[src/opcode_command_deframer_defines.svh]
// ----------------------------------------------------------------------------
// opcode_command_deframer_defines.svh
// Assertion macros shared by the command deframer RTL.
// ----------------------------------------------------------------------------
`ifndef OPCODE_COMMAND_DEFRAMER_DEFINES_SVH
`define OPCODE_COMMAND_DEFRAMER_DEFINES_SVH

// Same-cycle implication, disabled while the active-low reset is asserted.
`define OCD_ASSERT_IMPL(label, clk, rst_n, ante, cons) \
    label: assert property (@(posedge clk) disable iff (!(rst_n)) (ante) |-> (cons)) \
        else $error("implication check failed");

// Next-cycle implication, disabled while the active-low reset is asserted.
`define OCD_ASSERT_NEXT(label, clk, rst_n, ante, cons) \
    label: assert property (@(posedge clk) disable iff (!(rst_n)) (ante) |=> (cons)) \
        else $error("next-cycle check failed");

`endif

[src/occ_pkg.sv]
// ----------------------------------------------------------------------------
// occ_pkg
// Types, constants and the opcode length table of the command deframer.
// ----------------------------------------------------------------------------
package occ_pkg;

    localparam int BYTE_W = 8;
    localparam int POS_W  = 9;
    localparam int LEN_W  = 5;

    // Opcode whose length is carried in the command itself.
    localparam logic [BYTE_W-1:0] OP_VARIABLE = 8'h21;
    // Header bytes of a variable command, and the position of its length byte.
    localparam logic [POS_W-1:0]  VAR_HEADER  = 9'd6;
    localparam logic [POS_W-1:0]  VAR_LEN_POS = 9'd5;
    localparam logic [LEN_W-1:0]  LEN_UNKNOWN = 5'd0;
    localparam logic [LEN_W-1:0]  LEN_SINGLE  = 5'd1;

    typedef struct packed {
        logic [BYTE_W-1:0] data_byte;
        logic [BYTE_W-1:0] cmd_opcode;
        logic [POS_W-1:0]  byte_position;
        logic              frame_start;
        logic              frame_end;
        logic              discarded;
    } t_result;

    // Total length of a fixed-length command, opcode included; zero for a
    // byte that is not a known fixed opcode.
    function automatic logic [LEN_W-1:0] fixed_length(input logic [BYTE_W-1:0] op);
        logic [LEN_W-1:0] len;
        case (op) inside
            8'h01, 8'h07, 8'h08, 8'h09, 8'h0B, 8'h0C, 8'h11, 8'h14, 8'h15,
            8'h19, 8'h22, 8'h23, 8'h24:           len = 5'd1;
            8'h03, 8'h05, 8'h0E, 8'h0F, 8'h10,
            8'h13, 8'h16:                         len = 5'd2;
            8'h02:                                len = 5'd3;
            8'h0A:                                len = 5'd4;
            8'h25:                                len = 5'd5;
            8'h17, 8'h18:                         len = 5'd8;
            8'h20:                                len = 5'd9;
            8'h12:                                len = 5'd18;
            8'h0D:                                len = 5'd27;
            default:                              len = LEN_UNKNOWN;
        endcase
        return len;
    endfunction

endpackage

[src/occ_tracker.sv]
// ----------------------------------------------------------------------------
// occ_tracker
// Command framing state and the tag computation for one received byte.
// ----------------------------------------------------------------------------
module occ_tracker
    import occ_pkg::*;
(
    input  logic              i_clk,
    input  logic              i_rst_n,
    input  logic              i_take,
    input  logic [BYTE_W-1:0] i_rx_byte,
    output t_result           o_result
);

    logic              r_in_cmd,  n_in_cmd;
    logic [BYTE_W-1:0] r_opcode,  n_opcode;
    logic [POS_W-1:0]  r_count,   n_count;
    logic [POS_W-1:0]  r_need,    n_need;
    logic              r_pending, n_pending;
    logic [LEN_W-1:0]  fix_len;
    logic [POS_W:0]    next_pos;

    assign fix_len  = fixed_length(i_rx_byte);
    assign next_pos = {1'b0, r_count} + {{POS_W{1'b0}}, 1'b1};

    always_comb begin
        o_result           = '0;
        o_result.data_byte = i_rx_byte;
        n_in_cmd  = r_in_cmd;
        n_opcode  = r_opcode;
        n_count   = r_count;
        n_need    = r_need;
        n_pending = r_pending;

        if (!r_in_cmd) begin
            if (i_rx_byte == OP_VARIABLE) begin
                o_result.cmd_opcode  = i_rx_byte;
                o_result.frame_start = 1'b1;
                n_in_cmd  = 1'b1;
                n_opcode  = i_rx_byte;
                n_count   = POS_W'(1);
                n_need    = '0;
                n_pending = 1'b1;
            end else if (fix_len == LEN_UNKNOWN) begin
                o_result.discarded = 1'b1;
            end else begin
                o_result.cmd_opcode  = i_rx_byte;
                o_result.frame_start = 1'b1;
                if (fix_len == LEN_SINGLE) begin
                    o_result.frame_end = 1'b1;
                end else begin
                    n_in_cmd  = 1'b1;
                    n_opcode  = i_rx_byte;
                    n_count   = POS_W'(1);
                    n_need    = POS_W'(fix_len);
                    n_pending = 1'b0;
                end
            end
        end else begin
            o_result.cmd_opcode    = r_opcode;
            o_result.byte_position = r_count;
            if (r_pending && r_count == VAR_LEN_POS) begin
                n_need    = VAR_HEADER + POS_W'(i_rx_byte);
                n_pending = 1'b0;
            end
            if (!n_pending && next_pos >= {1'b0, n_need}) begin
                o_result.frame_end = 1'b1;
                n_in_cmd = 1'b0;
                n_count  = '0;
            end else begin
                n_count = next_pos[POS_W-1:0];
            end
        end
    end

    always_ff @(posedge i_clk) begin
        if (!i_rst_n) begin
            r_in_cmd  <= 1'b0;
            r_opcode  <= '0;
            r_count   <= '0;
            r_need    <= '0;
            r_pending <= 1'b0;
        end else if (i_take) begin
            r_in_cmd  <= n_in_cmd;
            r_opcode  <= n_opcode;
            r_count   <= n_count;
            r_need    <= n_need;
            r_pending <= n_pending;
        end
    end

endmodule

[src/opcode_command_deframer.sv]
// ----------------------------------------------------------------------------
// opcode_command_deframer
// Splits a host byte stream into opcode-led commands and tags every byte.
// ----------------------------------------------------------------------------
//
//   Channel   Direction   Handshake                 Payload
//   rx        in          i_rx_valid / o_rx_stall   i_rx_byte
//   out       out         o_out_valid / i_out_stall o_data_byte, o_cmd_opcode,
//                                                   o_byte_position, o_frame_start,
//                                                   o_frame_end, o_discarded
//
// The framing state and the length lookup settle in a single pass, and the
// tagged byte lands in the output register on the edge that accepts the
// transfer, so it is visible in the cycle after that edge.
// A new byte is accepted in every cycle unless the output register is full
// and the downstream side stalls it; the output register then holds.
// Reset is synchronous and active low. It clears the framing state, so the
// first byte after reset is taken as an opcode, and empties the output.
// ----------------------------------------------------------------------------
module opcode_command_deframer
    import occ_pkg::*;
(
    input  logic              i_clk,
    input  logic              i_rst_n,

    input  logic              i_rx_valid,
    output logic              o_rx_stall,
    input  logic [BYTE_W-1:0] i_rx_byte,

    output logic              o_out_valid,
    input  logic              i_out_stall,
    output logic [BYTE_W-1:0] o_data_byte,
    output logic [BYTE_W-1:0] o_cmd_opcode,
    output logic [POS_W-1:0]  o_byte_position,
    output logic              o_frame_start,
    output logic              o_frame_end,
    output logic              o_discarded
);

`include "opcode_command_deframer_defines.svh"

    logic    take;
    t_result result;
    logic    r_out_valid;
    t_result r_out;

    // The input stalls only when the output register is occupied and the
    // downstream side will not take it this cycle.
    assign o_rx_stall = r_out_valid && i_out_stall;
    assign take       = i_rx_valid && !o_rx_stall;

    // The tracker owns the framing state and advances it on each transfer.
    occ_tracker u_tracker (
        .i_clk     (i_clk),
        .i_rst_n   (i_rst_n),
        .i_take    (take),
        .i_rx_byte (i_rx_byte),
        .o_result  (result)
    );

    always_ff @(posedge i_clk) begin
        if (!i_rst_n) begin
            r_out_valid <= 1'b0;
        end else if (take) begin
            r_out_valid <= 1'b1;
        end else if (!i_out_stall) begin
            r_out_valid <= 1'b0;
        end
    end

    // Payload needs no reset; it is only loaded on a transfer.
    always_ff @(posedge i_clk) begin
        if (take) begin
            r_out <= result;
        end
    end

    assign o_out_valid     = r_out_valid;
    assign o_data_byte     = r_out.data_byte;
    assign o_cmd_opcode    = r_out.cmd_opcode;
    assign o_byte_position = r_out.byte_position;
    assign o_frame_start   = r_out.frame_start;
    assign o_frame_end     = r_out.frame_end;
    assign o_discarded     = r_out.discarded;

    // A full, stalled output register must block the input side.
    `OCD_ASSERT_IMPL(a_full_blocks_input, i_clk, i_rst_n,
        r_out_valid && i_out_stall, o_rx_stall)
    // Every accepted byte shows up as a valid result on the next cycle.
    `OCD_ASSERT_NEXT(a_take_gives_result, i_clk, i_rst_n,
        take, o_out_valid)
    // A discarded byte carries no framing tags.
    `OCD_ASSERT_IMPL(a_discard_clean, i_clk, i_rst_n,
        o_out_valid && o_discarded,
        !o_frame_start && !o_frame_end && o_byte_position == '0 && o_cmd_opcode == '0)
    // An opcode byte always sits at position zero.
    `OCD_ASSERT_IMPL(a_start_at_zero, i_clk, i_rst_n,
        o_out_valid && o_frame_start, o_byte_position == '0 && !o_discarded)

endmodule

[config.mk]
export PLATFORM = sky130hd
export DESIGN_NAME = opcode_command_deframer
export DESIGN_NICKNAME = d
export VERILOG_FILES = /design/src/occ_pkg.sv /design/src/occ_tracker.sv /design/src/opcode_command_deframer.sv
export VERILOG_INCLUDE_DIRS = /design/src /design/src/src
export SDC_FILE = /design/constraint.sdc
export NUM_CORES = 1
export LEC_CHECK = 0
export BUFFER_PORTS_ARGS = -buffer_cell sky130_fd_sc_hd__clkbuf_2
export CAP_MARGIN = 30
export CORE_ASPECT_RATIO = 2
export CORE_UTILIZATION = 58
export DETAILED_ROUTE_END_ITERATION = 6
export PLACE_DENSITY = 0.8
export SYNTH_ARGS = -nofsm -noshare
export SYNTH_HDL_FRONTEND = slang
export SYNTH_HIERARCHICAL = 1
export SYNTH_SLANG_ARGS = --single-unit
export TNS_END_PERCENT = 50
[constraint.sdc]
create_clock -name i_clk -period 3.7 [get_ports i_clk]
set_input_delay 0.185 -clock i_clk [delete_from_list [all_inputs] [get_ports i_clk]]
set_output_delay 0.185 -clock i_clk [all_outputs]
set_load 0.02 [all_outputs]
# After elaboration in Yosys (flattened, before gate mapping)

Cells that the tools add are included.

Register bits: 57
Latch bits: 0
Memory bits (writable): 0
ROM bits: 0
Input bits: 12
Output and inout port bits: 30
Logic and storage cells: 111
Memories: 0

$add $sub $neg: 2
Multipliers: 0
Div/mod/pow operators: 0
Order comparisons: 1
Equal/unequal tests: 36
Shift operators: 0
Muxes and demuxes: 46
Bitwise gates (word level): 1
Reductions and logical operators: 13

Operators by type and width:

| operator               | number |
|---|---|
| $mux W9                | 11 |
| $eq A8 B5 Y1 const B   | 10 |
| $eq A8 B4 Y1 const B   | 8 |
| $eq A8 B6 Y1 const B   | 6 |
| $mux W8                | 6 |
| $mux W5                | 9 |
| $mux W1                | 18 |
| $eq A8 B2 Y1 const B   | 2 |
| $eq A8 B3 Y1 const B   | 2 |
| $reduce_or A13 Y1      | 1 |
| $add A9 B1 Y10 const B | 1 |
| $ge A10 B9 Y1          | 1 |
| $add A3 B8 Y9 const A  | 1 |
| $eq A9 B3 Y1 const B   | 1 |
| $eq A8 B1 Y1 const B   | 1 |
| $reduce_or A7 Y1       | 1 |
| $ne A2 B1 Y1 const B   | 3 |
| $ne A3 B1 Y1 const B   | 2 |
| $eq A5 B1 Y1 const B   | 1 |
| $logic_not A5 Y1       | 1 |
| $logic_and A1 B1 Y1    | 4 |
| $mux W2                | 2 |
| $reduce_and A4 Y1      | 1 |
| $reduce_or A2 Y1       | 2 |
| other kinds (3)        | 4 |

# Longest topological paths before layout

Gate-level depths: netlist of run 1.

Word-level depth: 15
Gate-level depth with buffers: 14
Mapped depth without buffers: 13

# Modules after synthesis

The synthesis of run 1 kept the hierarchy.

Modules (own cells, without submodules):

| module                  | times used | cells each | area an instance (um2) | sequential area each (um2) |
|---|---|---|---|---|
| occ_tracker             | 1          | 330        | 2491.1                 | 560.5 |
| opcode_command_deframer | 1          | 32         | 883.3                  | 860.8 |

# Least setup slack after synthesis of run 1

No wires, ideal clock.

Path kind: register to register
Start: register r_out_valid (netlist: o_out_valid)
End: register u_tracker.r_opcode[0]
Arrival time: 3184 ps
Required time: 3628 ps
Slack: 444 ps
Cell stages (with the launch flop): 7
Period minus slack after synthesis: 3256 ps
Path through: dfxtp_1 > and2_4 > nor2b_1 > clkbuf_1 > clkinv_1 > a311oi_4 > mux2i_1

Word-level cells in the longest chain between the ends: 4

RTL lines:

| what                               | RTL line                      | RTL |
|---|---|---|
| start, declared                    | opcode_command_deframer.sv:44 | `logic r_out_valid;` |
| start signal, assigned             | opcode_command_deframer.sv:63 | `r_out_valid <= 1'b0;` |
| start signal, assigned             | opcode_command_deframer.sv:65 | `r_out_valid <= 1'b1;` |
| start signal, assigned             | opcode_command_deframer.sv:67 | `r_out_valid <= 1'b0;` |
| $logic_and A1 B1 Y1                | opcode_command_deframer.sv:49 | `assign o_rx_stall = r_out_valid && i_out_stall;` |
| net o_rx_stall                     | opcode_command_deframer.sv:27 | `output logic o_rx_stall,` |
| $logic_not A1 Y1                   | opcode_command_deframer.sv:50 | `assign take = i_rx_valid && !o_rx_stall;` |
| $logic_and A1 B1 Y1                | opcode_command_deframer.sv:50 |  |
| net take                           | opcode_command_deframer.sv:42 | `logic take;` |
| $reduce_and A4 Y1 (no source line) | -                             |  |
| end signal, assigned               | occ_tracker.sv:85             | `r_opcode <= n_opcode;` |
| end, declared                      | occ_tracker.sv:16             | `logic [BYTE_W-1:0] r_opcode, n_opcode;` |

The timed path passes the listed nets, and every way through them passes these cells.
A chain may end at the register's enable or synchronous reset.

# Final worst setup path of run 1

Start: register u_tracker.r_count[0]
End: register u_tracker.r_count[2]

Word-level cells in the longest chain between the ends: 8
Elaborated cells between the ends (all ways): 12
Those cells by class: 1 x add/sub; 1 x order compare; 1 x eq/ne; 6 x mux; 3 x reduce/logical

RTL lines:

| what                                                                   | RTL line          | RTL |
|---|---|---|
| start, declared                                                        | occ_tracker.sv:17 | `logic [POS_W-1:0] r_count, n_count;` |
| start signal, assigned                                                 | occ_tracker.sv:86 | `r_count <= n_count;` |
| parallel branches: the longest is 6 deep, another holds $add A9 B1 Y10 | -                 |  |
| $mux W9 (*)                                                            | occ_tracker.sv:66 | `if (!n_pending && next_pos >= {1'b0, n_need}) begin` |
| $mux W9 (*)                                                            | occ_tracker.sv:35 | `if (!r_in_cmd) begin` |

Mark *: on every way between the ends. The select of a mux whose other input is x is not followed.

==> impl_results.md, run 1 <==
* Status: completed
* Gr ovfl total at 0
* Worst hold path class: in2reg
* Max_cap viols at 0
* CP Max Fanout at 16
* Root buffer cell: clkbuf_16
* DPL Wire Length at 5.32 mm
* Leak at 1.53 nW
* Final setup vio count at 0
* Synth top area share at 0.249
* Initial antenna violation count at 0
* Hold path start: i_rx_valid
* Tmin final at 3.38 ns
* Endpoint, Worst Hold: o_out_valid
* Post-route ant nets at 0
* Power share of the sequential group at 0.428
* Max stage delay on crit path at 0.57 ns
* # IOs at 42
* PwrDens at between 400 and 500 mW/mm^2
* Row count at 39
* Largest area contributor in the netlist: edfxtp_1
* Register-to-Register Path Depth at 13
* Post-synth EDFFs at 28
* Die Ht at 110 um
* Fmax achieved at 296 MHz
* First-pass GRT wire length at 12.1 mm
* R2R Path End: u_tracker/r_count[2]
* Clk slew on worst S/H paths at 0.05 ns
* Worst hold slack at 0.0973 ns
* Via count at 2,776
* Via density at 6.09
* Synth unique cells at 63
* Number of global-route vias before repair at 2,675
* Share of layout cells above drive strength 1 at 0.210
* Antenna diodes at 0
* Kind of critical path: reg2reg
* CP max-delay cell: o32ai_2
* Fin nets at 414
* Area Overhead vs Synth at 14.1%
* Area of the mapped netlist at 0.00337 mm^2
* Clock Path Buffers at 2
* RD Place Congestion at 0.866
* Sw Share at 0.235
* Starting density of the core at 0.596
* Buffers on Ports at 41
* Routed wire length at 7.62 mm
* Synth Area per Inst at 9.32 um^2
* Net count after synthesis at 386
* Slew margin rel. at 0.450
* Cells on Worst Hold Path at 2
* Synth Instances at 362
* Drt first-iter violations at 115
* Final Hold Viols at 0
* Clock Skew at 0.00526 ns
* Flop-to-flop setup slack at about 0.32 ns
* Reg-to-Reg Start: u_tracker/r_count[0]
* Final period util at 0.913
* # hold bufs at CTS at 0
* Warnings, synthesis at 6
* Die area at 0.00615 mm^2
* CTS Buf Count at 9
* GRT Total Usage at 0.260
* Largest net degree at the start of global routing at 37
* Ys flop type: dfxtp_1
* Yosys reg bits at 57
* Post-DR wirelength/cell at 16.7 um
* Crit path cell chain: ha_1 -> nor4b_2 -> nand3_1 -> buf_4 -> mux2i_1 -> inv_1 -> ha_1 -> a211oi_1 -> o21ai_0 -> a21o_1 -> o32ai_2 -> o21ai_1 -> o21ai_0
* Slew Limit Fails at 0
* Die W at 55.9 um
* Worst-Skew Late Latency at 0.32 ns
* Core area at 0.00566 mm^2
* Logic pwr share at 0.105
* CP required at approximately 3.9 ns
* Sink Count at 57
* Sequential-to-total area share from yosys stat at 0.421
* Crit path arrival time at 3.61 ns
* Post-cts sizing count at 0
* Peak supply drop at 0.477 mV
* Post-CTS setup buffers at 0
* CTS tree: built
* Drt pass-1 iters at 4
* CP endpoint kind: flip-flop
* H-tree levels at 3
* Clk pwr share at 0.468
* RSZ-0062 raised after global routing: false
* Setup TNS at 0 ns
* DRC Markers at 0
* Post-synth ARST share at 0
* CP Launch Type: flip-flop
* Internal power at between 1 and 1.5 mW
* Switching Power at 0.384 mW
* Worst Tran Pin Value at between 0.8 and 0.9 ns
* Fillers at 443
* Synth top area cells: edfxtp_1 (25%), dfxtp_1 (17%), mux2i_1 (5.3%)
==> worst max-delay path, delay by kind of cell (launching register included) <==
kind	cells	cell delay, ns
simple gates	2	0.42
mux	1	0.24
flops	1	0.42
fa+ha+maj	2	0.42
compound gates	6	1.49
buf+inv	2	0.29
==> cells in the mapped netlist, types with 3 or more instances <==
| cell | number |
|---|---|
| a211oi_1 | 3 |
| a21o_1 | 4 |
| a21oi_1 | 16 |
| a31oi_1 | 5 |
| and2_1 | 18 |
| buf_2 | 5 |
| buf_4 | 10 |
| clkbuf_1 | 16 |
| dfxtp_1 | 29 |
| edfxtp_1 | 28 |
| ha_1 | 12 |
| inv_1 | 9 |
| mux2i_1 | 18 |
| nand2_1 | 43 |
| nand2b_1 | 3 |
| nand3_1 | 11 |
| nand4_1 | 4 |
| nor2_1 | 17 |
| nor2b_1 | 9 |
| nor3_1 | 10 |
| nor3b_1 | 5 |
| o2111ai_1 | 3 |
| o21ai_0 | 8 |
| o21ai_1 | 11 |
| o22ai_1 | 4 |
| o31ai_1 | 3 |
| o32ai_1 | 3 |
| or3_1 | 4 |
| xnor2_1 | 6 |
| xor2_1 | 6 |
==> metrics by stage <==
step | instance area (um^2) | setup slack, ns | power, mW | instances | utilization
floorplan | 3370 | 0.444 | 0.830 | 362 | -
global placement | 3560 | 0.490 | 0.874 | 440 | 0.630
detailed placement | 3560 | 0.395 | 0.878 | 440 | 0.630
CTS | 3850 | 0.368 | 1.64 | 456 | 0.680
global route | 3850 | 0.0116 | 1.69 | 456 | 0.680
finish | 3850 | 0.323 | 1.63 | 456 | 0.680
==> how the worst max path moves through the flow <==
stage	from	end	cells past startpoint
after floorplan	o_out_valid	u_tracker/r_opcode[0]	6
after global placement	u_tracker/r_count[0]	u_tracker/r_count[1]	13
after detailed placement	u_tracker/r_count[0]	u_tracker/r_count[1]	13
after CTS	u_tracker/r_count[0]	u_tracker/r_count[2]	13
after global routing	u_tracker/r_count[0]	u_tracker/r_count[6]	13
final	u_tracker/r_count[0]	u_tracker/r_count[2]	13
==> cell usage in the layout, fill, tap and decap left out, types with 2 or more instances in the layout <==
master,instances
a21oi_2,2
clkbuf_16,9
nor3b_1,5
o21ai_2,2
a211oi_1,3
nand2b_1,3
xnor2_1,6
dfxtp_1,29
nand2_1,43
mux2i_1,18
nor3_1,10
o32ai_1,3
nor2_1,17
clkbuf_8,3
a21o_1,4
a31oi_1,5
and2_1,18
o21ai_1,11
clkinv_2,3
clkbuf_2,41
nand3b_1,2
inv_1,9
ha_1,12
nand4_1,4
o22ai_1,4
o21ai_0,8
nor2b_1,8
edfxtp_1,28
o2111ai_1,3
xor2_1,6
o31ai_1,3
o211ai_1,2
or3_1,4
buf_4,9
nand3_1,11
a21oi_1,16
nor4b_2,2
==> layout make-up <==
class	instances	area, um^2	area share
clock inverter	3	15.0	0.00390
inverter	11	41.3	0.0107
tap	61	76.3	0.0198
multi-input combinational	261	1750	0.455
timing repair buffer	50	273	0.0709
clock buffer	13	270	0.0702
sequential	57	1420	0.369
==> per-layer routing <==
layer  GRT usage  routed length, um  vias to the layer above
met2       0.465               4080                       76
met1       0.260               2950                     1322
met4       0.197                364                        0
met3      0.0553                221                       26
li1            -                  -                     1352
met5           0                  0                        -
==> cell families after synthesis <==
kind of cell,count (synthesis),synth area share
buffers and inverters,44,0.0619
AOI/OAI and AO/OA,80,0.166
xor gates and xnor gates,12,0.0311
and+or+nand+nor,138,0.219
adders and majority gates,12,0.0445
DFF,57,0.421
muxes,19,0.0567
==> power by group through the flow <==
| stage | Clock, mW | Combinational (mW) | Sequential (mW) |
|---|---|---|---|
| floorplan | 0 | 0.0978 | 0.732 |
| global placement | 0 | 0.166 | 0.709 |
| detailed placement | 0 | 0.169 | 0.709 |
| CTS | 0.775 | 0.170 | 0.697 |
| global route | 0.808 | 0.184 | 0.699 |
| finish | 0.763 | 0.171 | 0.697 |
==> state kept, by name, indices dropped and copies added (netlist names) <==
signal	cells
u_tracker/r_need	9
o_byte_position	9
u_tracker/r_count	9
o_discarded	1
o_frame_end	1
u_tracker/r_opcode	8
u_tracker/r_in_cmd	1
o_cmd_opcode	8
u_tracker/r_pending	1
o_frame_start	1
o_out_valid	1
o_data_byte	8
No activity file was read; power rests on OpenSTA's default activity.
==> run 2: changes to the inputs <==
Settings changed: CORE_ASPECT_RATIO 2 to 0.9, RECOVER_POWER set to 25, SYNTH_HIERARCHICAL 1 to unset.
==> impl_results.md, run 2 <==
* Number of global-route vias before repair at 2,556
* Setup TNS at 0 ns
* CP Launch Type: flip-flop
* Post-cts sizing count at 0
* Most frequent CP cell: ha_1
* Fillers at 426
* Synth unique cells at 64
* Layout Cell Area excl Fill at about 0.0038 mm^2
* Die Ht at 73.9 um
* CP Max Fanout at 11
* Sink Count at 57
* Gr ovfl total at 0
* Slew Limit Fails at 0
* Crit path arrival time at 3.75 ns
* Via count at around 2,800
* Leak at 1.46 nW
* Yosys reg bits at 57
* Post-synth ARST share at 0
* PwrDens at 419 mW/mm^2
* Drt pass-1 iters at 5
* Sequential cell area at 0.00142 mm^2
* Final core occ at 0.699
* # IOs at between 40 and 50
* Most frequent cells in the layout: nand2_1 (40), edfxtp_1 (28), dfxtp_1 (28)
* Die W at between 80 and 90 um
* Synth Instances at 346
* Antenna diodes at 0
* Post-route ant nets at 0
* Root buffer cell: clkbuf_8
* Area of the mapped netlist at around 0.0033 mm^2
* CP required at 3.96 ns
* Drt first-iter violations at 191
* Slew margin rel. at 0.176
* Row count at 25
* Worst-Skew Late Latency at roughly 0.35 ns
* Area occupied by multi-input gates at around 0.0017 mm^2
* Buffers on Ports at 41
* Max_cap viols at 0
* Clk slew on worst S/H paths at 0.07 ns
* Ys flop type: dfxtp_1
* # hold bufs at CTS at 0
* DPL Wire Length at 5.19 mm
* Crit path cell chain: inv_1 -> ha_1 -> nor4b_1 -> nand3_1 -> buf_4 -> mux2i_1 -> ha_1 -> a2111oi_1 -> o21a_1 -> o211ai_1 -> a21oi_2 -> a41oi_1 -> a311oi_2
* CP endpoint kind: flip-flop
* CP max-delay cell: a2111oi_1
* H-tree levels at 3
* Synth top area cells: edfxtp_1 (25%), dfxtp_1 (17%), mux2i_1 (5.1%)
* Total Power at 1.58 mW
* Largest net degree at the start of global routing at 34
* Worst hold path class: in2reg
* Buf/Inv on CP at 2
* Kind of critical path: reg2reg
* Worst Tran Pin Value at 1.24 ns
* CTS Buf Count at 9
* Share of layout cells above drive strength 1 at 0.167
* Sequential-to-total area share from yosys stat at 0.426
* Status: completed
* Via density at 6.30
* RD Place Congestion at 0.925
* Most common cell after layout, fill and taps aside: nand2_1
* CTS tree: built
* Die area at ~0.006 mm^2
* Most numerous cell in the Yosys netlist: nand2_1
* Final Hold Viols at 0
* Post-synth EDFFs at 28
* Routed wire length at 7.84 mm
* GRT Total Usage at 0.284
* Largest area contributor in the netlist: edfxtp_1
* Clock Skew at 0.00827 ns
* Post-DR wirelength/cell at 17.4 um
* Warnings, synthesis at 0
* Synth top area share at 0.252
* Net count after synthesis at 370
* Fmax achieved at 287 MHz
* First-pass GRT wire length at 12.7 mm
* Max stage delay on crit path at 0.41 ns
* Commonest cells post-synth: nand2_1 (40), dfxtp_1 (29), edfxtp_1 (28)
* Family with the most delay on the worst path: compound AO/OA/AOI/OAI gates
* Area Overhead vs Synth at 12.9%
* Core area at about 0.0054 mm^2
* Post-DP Area at roughly 0.0035 mm^2
* Initial antenna violation count at 0
* Starting density of the core at 0.620
* Post-CTS setup buffers at 0
* Tmin final at about 3.5 ns
* Clock Path Buffers at 2
* Fin nets at 402
* Flop-to-flop setup slack at 0.21 ns
* Peak supply drop at 0.462 mV
* Synth Area per Inst at 9.63 um^2
* Final setup vio count at 0
* DRC Markers at 0
* RSZ-0062 raised after global routing: false
* Final period util at 0.942
run 2: cell types whose count changed after synthesis, sizes merged, moves of 4 or more:
| cell | before | now |
|---|---|---|
| and2 | 19 | 10 |
| o21a | 1 | 6 |
| nand2b | 3 | 7 |
| and3 | 1 | 5 |
| nor3 | 12 | 6 |
| a31oi | 5 | 1 |
| nor2 | 17 | 10 |
run 2: cell type report:
| cell class | instances | share of cell area |
|---|---|---|
| timing repair buffer | 48 | 0.0605 |
| sequential | 57 | 0.378 |
| clock inverter | 5 | 0.0273 |
| inverter | 10 | 0.00998 |
| multi-input combinational | 252 | 0.464 |
| clock buffer | 11 | 0.0376 |
| tap | 67 | 0.0223 |
run 2: worst paths after layout:
| kind | startpoint | end | cells after the start |
|---|---|---|---|
| min | i_rx_valid | o_out_valid | 2 |
| max | u_tracker.r_count[1] | u_tracker.r_count[7] | 13 |
| min reg2reg | u_tracker.r_opcode[3] | u_tracker.r_opcode[3] | 2 |
| max reg2reg | u_tracker.r_count[1] | u_tracker.r_count[7] | 13 |
run 2: cell families after synthesis:
| family | share of synthesized area |
|---|---|
| compound gates | 0.181 |
| xor+xnor | 0.0289 |
| fa+ha+maj | 0.0450 |
| buf+inv | 0.0522 |
| flops | 0.426 |
| mux | 0.0544 |
| simple gates | 0.212 |
run 2: per-stage QoR:
step | worst slack, ns | cells | hold WS (ns)
2_1_floorplan | 0.591 | 346 | 0.284
4_1_cts | 0.0871 | 450 | 0.0706
3_5_place_dp | 0.246 | 434 | 0.425
3_3_place_gp | 0.344 | 434 | 0.410
5_1_grt | 0.00494 | 450 | 0.0706
6_report | 0.214 | 450 | 0.0704
run 2: report_power, final:
part | internal [mW] | switching (mW) | leakage (nW)
sequential | 0.685 | 0.00670 | 0.510
clock | 0.464 | 0.256 | 0.120
combinational | 0.0479 | 0.117 | 0.834
total | 1.20 | 0.381 | 1.46
run 2: per-layer routing:
metal  share of wire  GRT usage  wire length (um)
met5               0          0                 0
met4           0.013      0.111                99
met3           0.096      0.102               749
met2            0.45      0.410              3520
met1            0.44      0.386              3470
==> run 3: changes to the inputs <==
==> constraint.sdc (replaced) <==
create_clock -name i_clk -period 3.7 [get_ports i_clk]
set_input_delay 0.185 -clock i_clk [delete_from_list [all_inputs] [get_ports i_clk]]
set_output_delay 0.185 -clock i_clk [all_outputs]
set_load 0.005 [all_outputs]
==> impl_results.md, run 3 (synthesis gave the netlist of run 2 again) <==
* Starting density of the core at 0.620
* Slew Limit Fails at 0
* Final Hold Viols at 0
* Post-DP Area at 0.00354 mm^2
* Post-DR wirelength/cell at 17.4 um
* CP required at 3.96 ns
* Slew margin rel. at 0.193
* Reg-to-Reg Start: u_tracker.r_count[1]
* Crit path arrival time at 3.74 ns
* Endpoint, Worst Hold: o_out_valid
* Clk slew on worst S/H paths at 0.07 ns
* Worst Tran Pin Value at around 1.2 ns
* Status: completed
* Sink Count at between 50 and 60
* Drt first-iter violations at 191
* H-tree levels at 3
* First-pass GRT wire length at 12.7 mm
* Clock Skew at 0.00862 ns
* Post-route ant nets at 0
* Final setup vio count at 0
* Most frequent cells in the layout: nand2_1 (40), clkbuf_2 (33), edfxtp_1 (28), dfxtp_1 (28), a21oi_1 (18)
* Peak supply drop at 0.462 mV
* Die Ht at 73.9 um
* Clock Path Buffers at 2
* Post-Layout Cell Count at 450
* Worst hold path class: in2reg
* Largest net degree at the start of global routing at 34
* Antenna diodes at 0
* Final period util at 0.941
* Initial antenna violation count at 0
* Fmax achieved at 287 MHz
* Fin nets at between 400 and 500
* Root buffer cell: clkbuf_8
* Drt pass-1 iters at 6
* GRT Total Usage at 0.284
* Setup TNS at 0 ns
* CP Max Fanout at 11
* Number of global-route vias before repair at 2,556
* # hold bufs at CTS at 0
* Max_cap viols at 0
* Via density at 6.27
* # IOs at 42
* Die area at 0.00605 mm^2
* Die W at 81.9 um
* RD Place Congestion at slightly above 0.9
* DPL Wire Length at 5.19 mm
* Core area at 0.00538 mm^2
* Tmin final at approximately 3.5 ns
* Area Overhead vs Synth at 13.1%
* Buffers on Ports at 41
* Flop-to-flop setup slack at 0.22 ns
* Post-CTS setup buffers at 0
* CP endpoint kind: flip-flop
* Via count at approximately 2,800
* CTS Buf Count at 9
* Register-to-Register Path Depth at 13
* CP Launch Type: flip-flop
* Cells on Worst Hold Path at 2
* Kind of critical path: reg2reg
* Gr ovfl total at 0
* DRC Markers at 0
* RSZ-0062 raised after global routing: false
* CTS tree: built
* Layout Cell Area excl Fill at 0.00377 mm^2
* Leak at 1.49 nW
* Row count at 25
* Cell count after placement at 434
* Hold path start: i_rx_valid
* PwrDens at a little over 400 mW/mm^2
* Share of layout cells above drive strength 1 at 0.185
* Most common cell after layout, fill and taps aside: nand2_1
* R2R Path End: u_tracker.r_count[7]
* Worst-Skew Late Latency at 0.35 ns
* Routed wire length at slightly below 8 mm
==> run 3: metrics by stage <==
step | power [mW] | hold slack, ns | util | worst slack [ns]
after floorplan | 0.799 | 0.284 | - | 0.591
after global placement | 0.845 | 0.410 | 0.658 | 0.344
after detailed placement | 0.849 | 0.425 | 0.658 | 0.246
after CTS | 1.56 | 0.0706 | 0.703 | 0.0871
after global routing | 1.61 | 0.0706 | 0.701 | 0.00494
final | 1.56 | 0.0707 | 0.701 | 0.218
==> run 3: layout make-up <==
class                      count  area, um^2
fill                         429        1610
clock inverter                 5         103
timing repair buffer          48         236
clock buffer                  11         141
tap                           67        83.8
inverter                      10        37.5
multi-input combinational    252        1750
sequential                    57        1420
==> run 3: worst max path at each step <==
stage | startpoint | end
2_1_floorplan | u_tracker.r_count[0] | u_tracker.r_count[3]
3_3_place_gp | u_tracker.r_count[0] | u_tracker.r_count[3]
3_5_place_dp | u_tracker.r_count[0] | u_tracker.r_count[3]
4_1_cts | u_tracker.r_count[0] | u_tracker.r_count[0]
5_1_grt | u_tracker.r_count[1] | u_tracker.r_count[0]
6_report | u_tracker.r_count[1] | u_tracker.r_count[7]
==> run 3: what timing repair did <==
item / in CTS / in global routing
endpoints found under the setup margin: 0 / 8
gates resized for setup: 0 / 4
endpoints found under the hold margin: 0 / 0
==> run 3: power breakdown <==
group | switching, mW | internal, mW | total [mW]
Combinational | 0.0964 | 0.0488 | 0.145
Sequential | 0.00673 | 0.685 | 0.692
Clock | 0.256 | 0.464 | 0.721
==> run 3: critical path, stage by stage, from the launching register on <==
cell and delay (ns):
dfxtp_1 0.36, inv_1 0.12, ha_1 0.14, nor4b_1 0.31, nand3_1 0.15, buf_4 0.21, mux2i_1 0.23, ha_1 0.28
a2111oi_1 0.41, o21a_1 0.19, o211ai_1 0.20, a21oi_2 0.34, a41oi_1 0.19, a311oi_2 0.25
==> run 3: layer usage <==
layer / GRT usage / share of wire / vias to the layer above / wire, um
met2: 0.410 / 0.45 / 129 / 3510
li1: - / - / 1344 / -
met4: 0.111 / 0.018 / 0 / 140
met1: 0.386 / 0.45 / 1329 / 3480
met5: 0 / 0 / - / 0
met3: 0.102 / 0.088 / 18 / 691
